==> config.mk <==
export PLATFORM = sky130hd
export DESIGN_NAME = delayed_task_expiry_table_flat
export DESIGN_NICKNAME = d
export VERILOG_FILES = /design/src/hw/rtl/dtet_pkg.sv /design/src/hw/rtl/dtet_in_if.sv /design/src/hw/rtl/dtet_out_if.sv /design/src/hw/rtl/dtet_cfg_if.sv /design/src/hw/rtl/dtet_sequencer.sv /design/src/hw/rtl/dtet_datapath.sv /design/src/hw/rtl/delayed_task_expiry_table.sv /design/src/flat_wrapper.sv
export SDC_FILE = /design/constraint.sdc
export NUM_CORES = 2
export LEC_CHECK = 0
export ABC_CLOCK_PERIOD_IN_PS = 8400
export BUFFER_PORTS_ARGS = -buffer_cell sky130_fd_sc_hd__buf_2
export CORE_ASPECT_RATIO = 0.7
export CORE_MARGIN = 4
export CORE_UTILIZATION = 30
export CTS_CLUSTER_SIZE = 24
export DETAILED_ROUTE_END_ITERATION = 6
export GPL_ROUTABILITY_DRIVEN = 0
export PLACE_DENSITY = 0.47
export SLEW_MARGIN = 25
export SYNTH_ARGS = -nofsm -noshare
export SYNTH_HDL_FRONTEND = slang
export SYNTH_SLANG_ARGS = --single-unit
==> constraint.sdc <==
create_clock -name clk -period 8.4 [get_ports clk]
set_input_delay 0.84 -clock clk [delete_from_list [all_inputs] [get_ports clk]]
set_output_delay 0.84 -clock clk [all_outputs]
set_load 0.05 [all_outputs]
==> src/hw/rtl/dtet_pkg.sv <==
// shared types, constants and the control program of the task expiry table
`timescale 1ns / 1ps

package dtet_pkg;

	localparam int SLOTS_DEF     = 16;
	localparam int TIME_W        = 48;
	localparam int DELAY_W       = 32;
	localparam int ID_W          = 16;
	localparam int KIND_W        = 2;
	localparam int SLEEP_CFG_W   = 32;
	localparam int STEP_W        = 3;
	localparam logic [SLEEP_CFG_W-1:0] MAX_SLEEP_RST = 32'd1000;

	// result kinds
	localparam logic [KIND_W-1:0] KIND_ACK     = 2'd0;
	localparam logic [KIND_W-1:0] KIND_EXPIRED = 2'd1;
	localparam logic [KIND_W-1:0] KIND_SLEEP   = 2'd2;

	// input operations
	localparam logic OP_ADD     = 1'b0;
	localparam logic OP_SERVICE = 1'b1;

	// program steps
	localparam logic [STEP_W-1:0] STEP_IDLE = 3'd0;
	localparam logic [STEP_W-1:0] STEP_ADD  = 3'd1;
	localparam logic [STEP_W-1:0] STEP_INIT = 3'd2;
	localparam logic [STEP_W-1:0] STEP_SCAN = 3'd3;
	localparam logic [STEP_W-1:0] STEP_END  = 3'd4;

	typedef enum logic [2:0] {
		ACT_NONE,
		ACT_ADD,
		ACT_INIT,
		ACT_SCAN,
		ACT_END
	} act_t;

	typedef enum logic [1:0] {
		COND_ALWAYS,
		COND_SERVICE,
		COND_EMPTY,
		COND_SCAN_LAST
	} cond_t;

	typedef struct packed {
		logic              wait_in;
		act_t              act;
		cond_t             cond;
		logic [STEP_W-1:0] jump_step;
		logic [STEP_W-1:0] next_step;
	} ucode_word_t;

	// sequencer to datapath
	typedef struct packed {
		act_t act;
		logic take;
	} dp_ctl_t;

	// datapath to sequencer
	typedef struct packed {
		logic is_service;
		logic empty;
		logic scan_last;
		logic hold;
	} dp_status_t;

	// control store
	function automatic ucode_word_t ucode(input logic [STEP_W-1:0] step);
		ucode_word_t w;
		w = '{wait_in: 1'b0, act: ACT_NONE, cond: COND_ALWAYS,
			jump_step: STEP_IDLE, next_step: STEP_IDLE};
		case (step)
			STEP_IDLE: begin
				w = '{wait_in: 1'b1, act: ACT_NONE, cond: COND_SERVICE,
					jump_step: STEP_INIT, next_step: STEP_ADD};
			end
			STEP_ADD: begin
				w = '{wait_in: 1'b0, act: ACT_ADD, cond: COND_ALWAYS,
					jump_step: STEP_IDLE, next_step: STEP_IDLE};
			end
			STEP_INIT: begin
				w = '{wait_in: 1'b0, act: ACT_INIT, cond: COND_EMPTY,
					jump_step: STEP_END, next_step: STEP_SCAN};
			end
			STEP_SCAN: begin
				w = '{wait_in: 1'b0, act: ACT_SCAN, cond: COND_SCAN_LAST,
					jump_step: STEP_END, next_step: STEP_SCAN};
			end
			STEP_END: begin
				w = '{wait_in: 1'b0, act: ACT_END, cond: COND_ALWAYS,
					jump_step: STEP_IDLE, next_step: STEP_IDLE};
			end
			default: begin
				w = '{wait_in: 1'b0, act: ACT_NONE, cond: COND_ALWAYS,
					jump_step: STEP_IDLE, next_step: STEP_IDLE};
			end
		endcase
		return w;
	endfunction

endpackage

==> src/hw/rtl/dtet_in_if.sv <==
// request channel: add or service items
`timescale 1ns / 1ps

interface dtet_in_if;
	logic                         valid;
	logic                         ready;
	logic                         operation;
	logic [dtet_pkg::TIME_W-1:0]  now_ms;
	logic [dtet_pkg::DELAY_W-1:0] lag_ms;
	logic [dtet_pkg::ID_W-1:0]    task_id;

	modport source (output valid, output operation, output now_ms, output lag_ms,
		output task_id, input ready);
	modport sink (input valid, input operation, input now_ms, input lag_ms,
		input task_id, output ready);
endinterface

==> src/hw/rtl/dtet_out_if.sv <==
// result channel: acknowledges, expired ids and sleep reports
`timescale 1ns / 1ps

interface dtet_out_if;
	logic                        valid;
	logic                        ready;
	logic [dtet_pkg::KIND_W-1:0] kind;
	logic [dtet_pkg::ID_W-1:0]   expired_id;
	logic [dtet_pkg::TIME_W-1:0] sleep_ms;
	logic                        rejected;
	logic                        last;

	modport source (output valid, output kind, output expired_id, output sleep_ms,
		output rejected, output last, input ready);
	modport sink (input valid, input kind, input expired_id, input sleep_ms,
		input rejected, input last, output ready);
endinterface

==> src/hw/rtl/dtet_cfg_if.sv <==
// configuration write channel for the max sleep register
`timescale 1ns / 1ps

interface dtet_cfg_if;
	logic                             valid;
	logic                             ready;
	logic [dtet_pkg::SLEEP_CFG_W-1:0] data;

	modport source (output valid, output data, input ready);
	modport sink (input valid, input data, output ready);
endinterface

==> src/hw/rtl/dtet_sequencer.sv <==
// step counter and control store walker
`timescale 1ns / 1ps

module dtet_sequencer (
	input  logic                   clk,
	input  logic                   arst_n,
	input  logic                   in_valid,
	output logic                   in_ready,
	input  dtet_pkg::dp_status_t   status,
	output dtet_pkg::dp_ctl_t      ctl
);

	logic [dtet_pkg::STEP_W-1:0] step_q;
	dtet_pkg::ucode_word_t       cw;
	logic                        advance;
	logic                        cond_true;

	assign cw = dtet_pkg::ucode(step_q);

	always_comb begin
		case (cw.cond)
			dtet_pkg::COND_ALWAYS:    cond_true = 1'b1;
			dtet_pkg::COND_SERVICE:   cond_true = status.is_service;
			dtet_pkg::COND_EMPTY:     cond_true = status.empty;
			dtet_pkg::COND_SCAN_LAST: cond_true = status.scan_last;
			default:                  cond_true = 1'b1;
		endcase
	end

	// waiting steps move on a transfer, others unless the datapath holds
	assign advance  = cw.wait_in ? in_valid : !status.hold;
	assign in_ready = cw.wait_in;
	assign ctl.act  = cw.act;
	assign ctl.take = cw.wait_in && in_valid;

	always_ff @(posedge clk or negedge arst_n) begin
		if (!arst_n) begin
			step_q <= dtet_pkg::STEP_IDLE;
		end else if (advance) begin
			step_q <= cond_true ? cw.jump_step : cw.next_step;
		end
	end

endmodule

==> src/hw/rtl/dtet_datapath.sv <==
// task memory, scan and compaction datapath, result register
`timescale 1ns / 1ps

module dtet_datapath #(
	parameter int SLOTS = dtet_pkg::SLOTS_DEF
) (
	input  logic                             clk,
	input  logic                             arst_n,
	input  dtet_pkg::dp_ctl_t                ctl,
	output dtet_pkg::dp_status_t             status,
	input  logic                             in_operation,
	input  logic [dtet_pkg::TIME_W-1:0]      in_now_ms,
	input  logic [dtet_pkg::DELAY_W-1:0]     in_lag_ms,
	input  logic [dtet_pkg::ID_W-1:0]        in_task_id,
	input  logic [dtet_pkg::SLEEP_CFG_W-1:0] max_sleep,
	output logic                             out_valid,
	input  logic                             out_ready,
	output logic [dtet_pkg::KIND_W-1:0]      out_kind,
	output logic [dtet_pkg::ID_W-1:0]        out_expired_id,
	output logic [dtet_pkg::TIME_W-1:0]      out_sleep_ms,
	output logic                             out_rejected,
	output logic                             out_last
);

	localparam int CW   = $clog2(SLOTS + 1);
	localparam int IW   = $clog2(SLOTS);
	localparam int TW   = dtet_pkg::TIME_W;
	localparam int IDW  = dtet_pkg::ID_W;
	localparam int EW   = TW + IDW;

	logic [EW-1:0] mem [SLOTS];

	logic [TW-1:0]               now_q;
	logic [dtet_pkg::DELAY_W-1:0] delay_q;
	logic [IDW-1:0]              id_q;
	logic [CW-1:0]               count_q;
	logic [CW-1:0]               scan_q;
	logic [CW-1:0]               keep_q;
	logic                        have_min_q;
	logic [TW-1:0]               min_q;
	logic [EW-1:0]               rd_s1;

	logic                        out_valid_q;
	logic [dtet_pkg::KIND_W-1:0] out_kind_q;
	logic [IDW-1:0]              out_id_q;
	logic [TW-1:0]               out_sleep_q;
	logic                        out_rej_q;
	logic                        out_last_q;

	logic          out_free;
	logic          full;
	logic [TW:0]   sum;
	logic [TW-1:0] add_dl;
	logic [TW-1:0] rd_dl;
	logic [IDW-1:0] rd_id;
	logic          expired;
	logic          scan_last;
	logic          hold;
	logic          run;

	logic          we;
	logic [IW-1:0] wa;
	logic [EW-1:0] wd;
	logic          re;
	logic [IW-1:0] ra;

	logic                        emit;
	logic [dtet_pkg::KIND_W-1:0] emit_kind;
	logic [IDW-1:0]              emit_id;
	logic [TW-1:0]               emit_sleep;
	logic                        emit_rej;
	logic                        emit_last;

	assign out_free  = !out_valid_q || out_ready;
	assign full      = (count_q == CW'(SLOTS));
	assign sum       = {1'b0, now_q} + {{(TW + 1 - dtet_pkg::DELAY_W){1'b0}}, delay_q};
	assign add_dl    = sum[TW] ? {TW{1'b1}} : sum[TW-1:0];
	assign rd_dl     = rd_s1[EW-1:IDW];
	assign rd_id     = rd_s1[IDW-1:0];
	assign expired   = (rd_dl <= now_q);
	assign scan_last = (scan_q == count_q);

	always_comb begin
		case (ctl.act)
			dtet_pkg::ACT_ADD:  hold = !out_free;
			dtet_pkg::ACT_SCAN: hold = expired && !out_free;
			dtet_pkg::ACT_END:  hold = !out_free;
			default:            hold = 1'b0;
		endcase
	end

	assign run = !hold;

	assign status.is_service = (in_operation == dtet_pkg::OP_SERVICE);
	assign status.empty      = (count_q == '0);
	assign status.scan_last  = scan_last;
	assign status.hold       = hold;

	// memory ports and result selection
	always_comb begin
		we         = 1'b0;
		wa         = keep_q[IW-1:0];
		wd         = rd_s1;
		re         = 1'b0;
		ra         = scan_q[IW-1:0];
		emit       = 1'b0;
		emit_kind  = dtet_pkg::KIND_ACK;
		emit_id    = '0;
		emit_sleep = '0;
		emit_rej   = 1'b0;
		emit_last  = 1'b0;
		case (ctl.act)
			dtet_pkg::ACT_ADD: begin
				if (run) begin
					we        = !full;
					wa        = count_q[IW-1:0];
					wd        = {add_dl, id_q};
					emit      = 1'b1;
					emit_rej  = full;
					emit_last = 1'b1;
				end
			end
			dtet_pkg::ACT_INIT: begin
				re = (count_q != '0);
				ra = '0;
			end
			dtet_pkg::ACT_SCAN: begin
				if (run) begin
					we        = !expired;
					re        = !scan_last;
					emit      = expired;
					emit_kind = dtet_pkg::KIND_EXPIRED;
					emit_id   = rd_id;
				end
			end
			dtet_pkg::ACT_END: begin
				if (run) begin
					emit       = 1'b1;
					emit_kind  = dtet_pkg::KIND_SLEEP;
					emit_sleep = have_min_q ? (min_q - now_q)
						: {{(TW - dtet_pkg::SLEEP_CFG_W){1'b0}}, max_sleep};
					emit_last  = 1'b1;
				end
			end
			default: begin
				we = 1'b0;
			end
		endcase
	end

	always_ff @(posedge clk) begin
		if (we) begin
			mem[wa] <= wd;
		end
		if (re) begin
			rd_s1 <= mem[ra];
		end
	end

	// latched item
	always_ff @(posedge clk) begin
		if (ctl.take) begin
			now_q   <= in_now_ms;
			delay_q <= in_lag_ms;
			id_q    <= in_task_id;
		end
	end

	// running minimum over kept entries
	always_ff @(posedge clk) begin
		if (ctl.act == dtet_pkg::ACT_SCAN && run && !expired) begin
			if (!have_min_q || rd_dl < min_q) begin
				min_q <= rd_dl;
			end
		end
	end

	always_ff @(posedge clk or negedge arst_n) begin
		if (!arst_n) begin
			count_q    <= '0;
			scan_q     <= '0;
			keep_q     <= '0;
			have_min_q <= 1'b0;
		end else begin
			case (ctl.act)
				dtet_pkg::ACT_ADD: begin
					if (run && !full) begin
						count_q <= count_q + 1'b1;
					end
				end
				dtet_pkg::ACT_INIT: begin
					scan_q     <= (count_q != '0) ? CW'(1) : '0;
					keep_q     <= '0;
					have_min_q <= 1'b0;
				end
				dtet_pkg::ACT_SCAN: begin
					if (run) begin
						if (!expired) begin
							keep_q     <= keep_q + 1'b1;
							have_min_q <= 1'b1;
						end
						if (!scan_last) begin
							scan_q <= scan_q + 1'b1;
						end
					end
				end
				dtet_pkg::ACT_END: begin
					if (run) begin
						count_q <= keep_q;
					end
				end
				default: begin
					count_q <= count_q;
				end
			endcase
		end
	end

	// result register
	always_ff @(posedge clk or negedge arst_n) begin
		if (!arst_n) begin
			out_valid_q <= 1'b0;
		end else if (emit) begin
			out_valid_q <= 1'b1;
		end else if (out_ready) begin
			out_valid_q <= 1'b0;
		end
	end

	always_ff @(posedge clk) begin
		if (emit) begin
			out_kind_q  <= emit_kind;
			out_id_q    <= emit_id;
			out_sleep_q <= emit_sleep;
			out_rej_q   <= emit_rej;
			out_last_q  <= emit_last;
		end
	end

	assign out_valid      = out_valid_q;
	assign out_kind       = out_kind_q;
	assign out_expired_id = out_id_q;
	assign out_sleep_ms   = out_sleep_q;
	assign out_rejected   = out_rej_q;
	assign out_last       = out_last_q;

endmodule

==> src/hw/rtl/delayed_task_expiry_table.sv <==
// top level of the delayed task expiry table
`timescale 1ns / 1ps

// delayed task expiry table: holds up to SLOTS pending tasks in insertion
// order, each an id with an absolute deadline (now_ms + lag_ms, saturated
// at the 48-bit time range). an add item answers with one acknowledge,
// flagged rejected when the table is full. a service item sends one expired
// result per task whose deadline is at or before now_ms, in table order,
// then one sleep report: the earliest remaining deadline minus now_ms, or
// max_sleep when nothing is left. the last result of every item has last
// set. an add is accepted, then stored and answered; a service is accepted,
// initialised, scanned and closed by the sleep report. the scan walks the
// task memory through its single read port one entry per cycle, writing kept
// entries back compacted; any step with a result due waits while the result
// register is still full. max_sleep resets to 1000; the user writes it
// through cfg only at an idle time; the block itself does not enforce this.
module delayed_task_expiry_table #(
	parameter int SLOTS = dtet_pkg::SLOTS_DEF
) (
	input logic       clk,
	input logic       arst_n,
	dtet_in_if.sink   req,
	dtet_out_if.source rsp,
	dtet_cfg_if.sink  cfg
);

	// control path between sequencer and datapath
	dtet_pkg::dp_ctl_t    ctl;
	dtet_pkg::dp_status_t status;

	// configuration register, always ready for a transfer
	logic [dtet_pkg::SLEEP_CFG_W-1:0] max_sleep_q;

	assign cfg.ready = 1'b1;

	always_ff @(posedge clk or negedge arst_n) begin
		if (!arst_n) begin
			max_sleep_q <= dtet_pkg::MAX_SLEEP_RST;
		end else if (cfg.valid) begin
			max_sleep_q <= cfg.data;
		end
	end

	// step counter walking the control store
	dtet_sequencer u_seq (
		.clk      (clk),
		.arst_n   (arst_n),
		.in_valid (req.valid),
		.in_ready (req.ready),
		.status   (status),
		.ctl      (ctl)
	);

	// task memory, compare and compaction, result register
	dtet_datapath #(
		.SLOTS (SLOTS)
	) u_dp (
		.clk            (clk),
		.arst_n         (arst_n),
		.ctl            (ctl),
		.status         (status),
		.in_operation   (req.operation),
		.in_now_ms      (req.now_ms),
		.in_lag_ms      (req.lag_ms),
		.in_task_id     (req.task_id),
		.max_sleep      (max_sleep_q),
		.out_valid      (rsp.valid),
		.out_ready      (rsp.ready),
		.out_kind       (rsp.kind),
		.out_expired_id (rsp.expired_id),
		.out_sleep_ms   (rsp.sleep_ms),
		.out_rejected   (rsp.rejected),
		.out_last       (rsp.last)
	);

endmodule
==> src/flat_wrapper.sv <==
// flat-port wrapper written by rule: the top's interface ports become plain ports
module delayed_task_expiry_table_flat 
#(
	parameter int SLOTS = dtet_pkg::SLOTS_DEF
)
  (clk, arst_n, req_valid, req_operation, req_now_ms, req_lag_ms, req_task_id, req_ready, rsp_valid, rsp_kind, rsp_expired_id, rsp_sleep_ms, rsp_rejected, rsp_last, rsp_ready, cfg_valid, cfg_data, cfg_ready);
  dtet_in_if req_i ();
  dtet_out_if rsp_i ();
  dtet_cfg_if cfg_i ();
  input logic clk;
  input logic arst_n;
  input wire logic [$bits(req_i.valid)-1:0] req_valid;
  input wire logic [$bits(req_i.operation)-1:0] req_operation;
  input wire logic [$bits(req_i.now_ms)-1:0] req_now_ms;
  input wire logic [$bits(req_i.lag_ms)-1:0] req_lag_ms;
  input wire logic [$bits(req_i.task_id)-1:0] req_task_id;
  output wire logic [$bits(req_i.ready)-1:0] req_ready;
  output wire logic [$bits(rsp_i.valid)-1:0] rsp_valid;
  output wire logic [$bits(rsp_i.kind)-1:0] rsp_kind;
  output wire logic [$bits(rsp_i.expired_id)-1:0] rsp_expired_id;
  output wire logic [$bits(rsp_i.sleep_ms)-1:0] rsp_sleep_ms;
  output wire logic [$bits(rsp_i.rejected)-1:0] rsp_rejected;
  output wire logic [$bits(rsp_i.last)-1:0] rsp_last;
  input wire logic [$bits(rsp_i.ready)-1:0] rsp_ready;
  input wire logic [$bits(cfg_i.valid)-1:0] cfg_valid;
  input wire logic [$bits(cfg_i.data)-1:0] cfg_data;
  output wire logic [$bits(cfg_i.ready)-1:0] cfg_ready;
  assign req_i.valid = req_valid;
  assign req_i.operation = req_operation;
  assign req_i.now_ms = req_now_ms;
  assign req_i.lag_ms = req_lag_ms;
  assign req_i.task_id = req_task_id;
  assign req_ready = req_i.ready;
  assign rsp_valid = rsp_i.valid;
  assign rsp_kind = rsp_i.kind;
  assign rsp_expired_id = rsp_i.expired_id;
  assign rsp_sleep_ms = rsp_i.sleep_ms;
  assign rsp_rejected = rsp_i.rejected;
  assign rsp_last = rsp_i.last;
  assign rsp_i.ready = rsp_ready;
  assign cfg_i.valid = cfg_valid;
  assign cfg_i.data = cfg_data;
  assign cfg_ready = cfg_i.ready;
  delayed_task_expiry_table #(.SLOTS(SLOTS)) u_core (.clk(clk), .arst_n(arst_n), .req(req_i), .rsp(rsp_i), .cfg(cfg_i));
endmodule
### Yosys cells after proc, flatten, opt, wreduce, memory -nomap -nowiden

Memories as Yosys holds them, arrays and structs flattened. A register that Yosys moved wholly into a read port is not among the register bits.
Cells that the tools add are included.

| cells by class | value |
|---|---|
| add/sub/neg operators | 5 |
| magnitude comparators | 2 |
| equal/unequal tests | 18 |
| muxes and demuxes | 40 |
| bitwise operators | 4 |
| reduce and logical (&&, ||, !) cells | 30 |

Operators by type and width:

| kind | count |
|---|---|
| 64-bit two-way mux | 2 |
| 12-bit one-hot mux with 5 select lines | 1 |
| 48-bit by 32-bit adder with 49-bit output | 1 |
| 48-bit less-or-equal comparator | 1 |
| 48-bit less-than comparator | 1 |
| 48-bit two-way mux | 1 |
| 48-bit subtractor | 1 |
| 32-bit two-way mux | 1 |
| 5-bit two-way mux | 6 |
| 5-bit one-hot mux with 2 select lines | 3 |
| 5-bit by 1-bit adder with 5-bit output, second input constant | 3 |
| 1-bit two-way mux | 14 |
| 3-bit by 2-bit equality test with 1-bit output, second input constant | 4 |
| 4-bit two-way mux | 3 |
| 2-bit != test, second input constant | 5 |
| 1-bit one-hot mux with 2 select lines | 5 |
| 3-bit AND reduction | 3 |
| 2-bit OR reduction | 4 |
| 1-bit logical NOT | 7 |
| 3-bit by 1-bit equality test with 1-bit output, second input constant | 2 |
| 3-bit equality test, second input constant | 2 |
| 2-bit nonzero test | 3 |
| 5-bit equality test | 1 |
| 5-bit equality test, second input constant | 1 |
| 15 further kinds | 24 |

| word-level totals | value |
|---|---|
| register bits | 264 |
| memory bits (writable) | 1,024 |
| input port bits | 134 |
| output and inout port bits | 71 |
| logic and storage cells | 117 |
| memories | 1 |

Memories:

| memory | depth | bits a word | rd ports | clocked after Yosys merged registers in | wr ports | line | text |
|---|---|---|---|---|---|---|---|
| u_core.u_dp.mem | 16 | 64 | 1 | 1 | 1 | dtet_datapath.sv:31 | `logic [EW-1:0] mem [SLOTS];` |

### Longest topological paths before layout

| depth | value |
|---|---|
| depth after elaboration | 9 |
| gate-level depth with buffers | 13 |
| mapped depth without buffers | 12 |

### Hierarchy

A second synthesis with hierarchy kept.

| unflattened totals | value |
|---|---|
| cell total of the unflattened synthesis | 4,158 |
| area, all modules | 59,651.0 µm² |

By module, submodules not included:

| module | times used | cells each | area each (µm²) | seq. area each (µm²) |
|---|---|---|---|---|
| dtet_datapath | 1 | 4,070 | 58,097.0 | 39,462.8 |
| delayed_task_expiry_table | 1 | 70 | 1,363.8 | 808.3 |
| dtet_sequencer | 1 | 18 | 190.2 | 75.1 |

### Worst setup path before layout

OpenSTA, ideal clock, no wires.

| timing path | value |
|---|---|
| path type | reg2reg |
| start | register u_core.u_dp.now_q[35] |
| end | memory u_core.u_dp.mem[8][0] (netlist bit) (enable) |
| setup time | 0.564 ns |
| arrival | 6.606 ns |
| required time | 7.836 ns |
| path slack | 1.230 ns |
| cell stages (with the launch flop) | 11 |
| buffers on the path | 0 |
| period minus slack after synthesis | 7.170 ns |
| cell sequence | edfxtp_1 inv_1 ha_1 nand4_2 nor4_4 nand3_2 o221ai_2 a211oi_2 a21boi_2 a32oi_2 nor3_1 |

| between the ends | value |
|---|---|
| cells in the longest elaborated chain, start to end | 7 |
| elaborated cells between the ends (all ways) | 11 |
| those cells by class | order compare (1); mux (8); reduce/logical (2) |

RTL lines:

| what | line | text |
|---|---|---|
| start: declaration | dtet_datapath.sv:33 | `logic [TW-1:0] now_q;` |
| start signal: assignment | dtet_datapath.sv:163 | `now_q <= in_now_ms;` |
| 48-bit less-or-equal comparator * | dtet_datapath.sv:80 | `assign expired = (rd_dl <= now_q);` |
| 1-bit logical AND | dtet_datapath.sv:86 | `dtet_pkg::ACT_SCAN: hold = expired && !out_free;` |
| 1-bit one-hot mux with 2 select lines | dtet_datapath.sv:84 | `case (ctl.act)` |
| 1-bit two-way mux (on tied branches) | dtet_datapath.sv:128, dtet_datapath.sv:114 |  |
| 1-bit one-hot mux with 2 select lines | dtet_datapath.sv:112 | `case (ctl.act)` |
| 1-bit two-way mux | dtet_datapath.sv:152 | `if (we) begin` |
| 1-bit two-way mux (implied by the code) | dtet_datapath.sv:153 | `mem[wa] <= wd;` |
| end: declaration | dtet_datapath.sv:31 |  |

Every way passes the cells marked *; elsewhere a longest branch is shown, timed or not.

### Worst setup path after layout

| timing path | value |
|---|---|
| start | register u_core.u_dp.now_q[1] |
| end | memory u_core.u_dp.mem[11][24] (netlist bit) (enable) |

The elaborated chain is that of the path after synthesis.

==> results.tsv <==
metric	value	unit
status	finished, final reports clean	
fin_skew	32.7	ps
worst_pin_slew	1060	ps
hold_violations	0	
drt_pass1_iterations	5	
cp_data_arrival_time	5720	ps
post-route-drc-count	0	
die_x	541	um
netlist_area	59600	um2
period_needed	5330	ps
yosysMostFrequentCell	edfxtp_1	
placed_area	63800	um2
post-route-period-util	63.5	%
grt_pass1_wl	261000	um
finish.utilization	34.8	%
cp.required	8790	ps
drt-vias-per-instance	5.09	
powerDensity	412	nW/um2
r2r_setup_slack	3070	ps
routedWlPerCell	24.2	um
setup_viol	0	
synth_async_sr_flop_share	3.85	%
holdPathStages	1	
synth_cell_type_count	95	
path_class	flop to flop	
avgSynthCellArea	13.1	um2
fp.dieH	381	um
hp-start	req_now_ms[0]	
grt_start_max_net_pins	192	
crit_path_start_kind	flop	
start_util	30.3	%
setup-tns-final	0	ps
yosys_warnings	0	
p_leak	23.1	nW
rsz0062_at_grt	no	
reg2reg_depth	12	
fillerInstances	19200	
drt_wl_total	181000	um
dieArea	206000	um2
synth_area_leader_cell	edfxtp_1	
clk_pin_slew_worst_paths	70	ps
cts-root-buf	clkbuf_16	
htreeDepth	4	
seq_area	40400	um2
synthesis.nets	4865	
highest_layer	met5	
antenna_found_initial	21	
wl_met2	75300	um
ant_nets	0	
synth_seq_area_share	67.7	%
worst_setup_path_end_kind	flop	
synth_edf_count	1300	
synth_cells	4551	
vias	38000	
dp_hpwl	112000	um
synth_top_cell_area_share	65.5	%
drv_cap	0	
setup_ws	3070	ps
timing.fmax	188	MHz
hold_path_end	u_core.u_dp.now_q[0]	
place_ws	3100	ps
cts_hold_buffers	0	
cts_setup_buffers	0	
coreArea	197000	um2
clkLatencyLatePin	800	ps
max-slew-margin-rel	29.4	%
gr-usage-all-layers	17.1	%
wl_met3	12800	um
synthTopCellsByArea	edfxtp_1 65%, a211oi_1 4.3%, nand2_1 4.2%	
r2r-start	u_core.u_dp.now_q[1]	
overflow	0	
total_power	28.2	mW
peakVddDrop	0.335	mV
cts_made_buffers	147	
drive_gt1_share	12.6	%
tritoncts	yes	
syn_to_final_growth	14.9	%
wl_met1	89400	um
hp-class	input pin to flop	
rows	136	
synth_common_cells	1300 x edfxtp_1, 669 x nand2_1, 338 x a211oi_1, 286 x a21oi_1, 274 x nor2b_1	
numClockSinks	1352	
synthFlopType	edfxtp_1	
io_buffer_count	203	
io_pins	205	
cp_max_fo	42	
ys_seq_elements	1352	
multi_input_area	18000	um2
worstReg2RegEnd	u_core.u_dp.mem[11][24]	
drv_slew	0	
drtIter0Drc	3508	
final_nets	5035	
fin_area	68500	um2
cts_resized	0	
grt_pass1_vias	36400	
cts.path.max_buffers	3	
-- per-stage QoR --
stage	std cells	hold WS (ps)
6_report	7462	217
3_5_place_dp	7192	447
3_3_place_gp	7188	432
2_1_floorplan	4551	426
5_1_grt	7459	170
4_1_cts	7454	143
-- flip-flops by register name, summed over array words and instances (netlist names) --
signal                      flops
u_core.u_dp.mem              1024
u_core.u_dp.out_expired_id     16
u_core.u_dp.min_q              48
u_core.u_dp.id_q               16
u_core.u_dp.delay_q            32
u_core.u_dp.now_q              48
u_core.max_sleep_q             32
u_core.u_dp.out_kind            2
u_core.u_dp.out_sleep_ms       48
u_core.u_dp.have_min_q          1
u_core.u_dp.out_rejected        1
u_core.u_dp.scan_q              5
u_core.u_dp.count_q             5
u_core.u_dp.rd_s1              64
u_core.u_dp.keep_q              5
u_core.u_seq.step_q             3
u_core.u_dp.out_last            1
u_core.u_dp.out_valid           1
-- cell usage in the layout (no fill, tap or decap), types with 76 or more instances in the layout --
cell type,synthesis,layout
a211oi_1,338,338
a21oi_1,286,257
a311oi_1,131,131
a31oi_1,148,148
buf_2,35,205
buf_4,2,76
clkbuf_16,0,149
edfxtp_1,1300,1300
ha_1,178,178
inv_1,126,126
nand2_1,669,666
nor2_1,161,153
nor2b_1,274,274
o21ai_0,90,88
-- worst max-delay path: stages, from the launching register on --
cell      delay (ps)
edfxtp_1         440
inv_1            150
ha_1             260
nor2b_1          130
o211ai_1         660
a211oi_1         200
a211o_1          410
a211oi_2         600
a21boi_2         300
a32oi_2          690
nor3_2           240
buf_4            320
buf_4            420
-- per-layer routing --
layer  up-vias  global-route usage [%]
met5         -                   0.533
met1     19000                    26.3
met3       179                    3.95
li1      17700                       -
met4         2                    3.58
met2      1114                    24.2
-- how the worst max path moves through the flow --
stage                          start                 endpoint  slack, ps  cells after the start
5_1_grt         u_core.u_dp.now_q[1]  u_core.u_dp.mem[11][13]       2740                     12
3_5_place_dp    u_core.u_dp.now_q[0]  u_core.u_dp.mem[10][16]       3100                     12
4_1_cts         u_core.u_dp.now_q[0]  u_core.u_dp.mem[10][16]       3040                     12
2_1_floorplan  u_core.u_dp.now_q[35]    u_core.u_dp.mem[8][0]       1230                     10
6_report        u_core.u_dp.now_q[1]  u_core.u_dp.mem[11][24]       3070                     12
3_3_place_gp   u_core.u_dp.rd_s1[21]  u_core.u_dp.mem[11][12]       3020                     11
-- power breakdown --
part	leakage, nW	switching [mW]	internal [mW]
Combinational	8.52	8.41	2.91
Clock	2.18	2.74	3.45
Sequential	12.4	0.590	10.1
Total	23.1	11.7	16.5
-- cell families after synthesis --
group,Yosys count,share of synthesized area [%]
xor gates and xnor gates,81,1.19
other,1,0.00629
and+or+nand+nor,1331,10.5
muxes,61,1.10
buffers and inverters,398,2.59
DFF,1352,67.7
adders and majority gates,180,3.80
AOI/OAI and AO/OA,1147,13.1
-- final cells by class --
class,count,area share [%]
Antenna cell,6,0.0219
Clock buffer,192,5.71
Inverter,127,0.696
Clock inverter,70,0.905
Tap cell,2622,4.79
Multi-Input combinational cell,2801,26.3
Sequential cell,1352,58.9
Timing Repair Buffer,292,2.64
No activity file was read; power rests on OpenSTA's default activity.
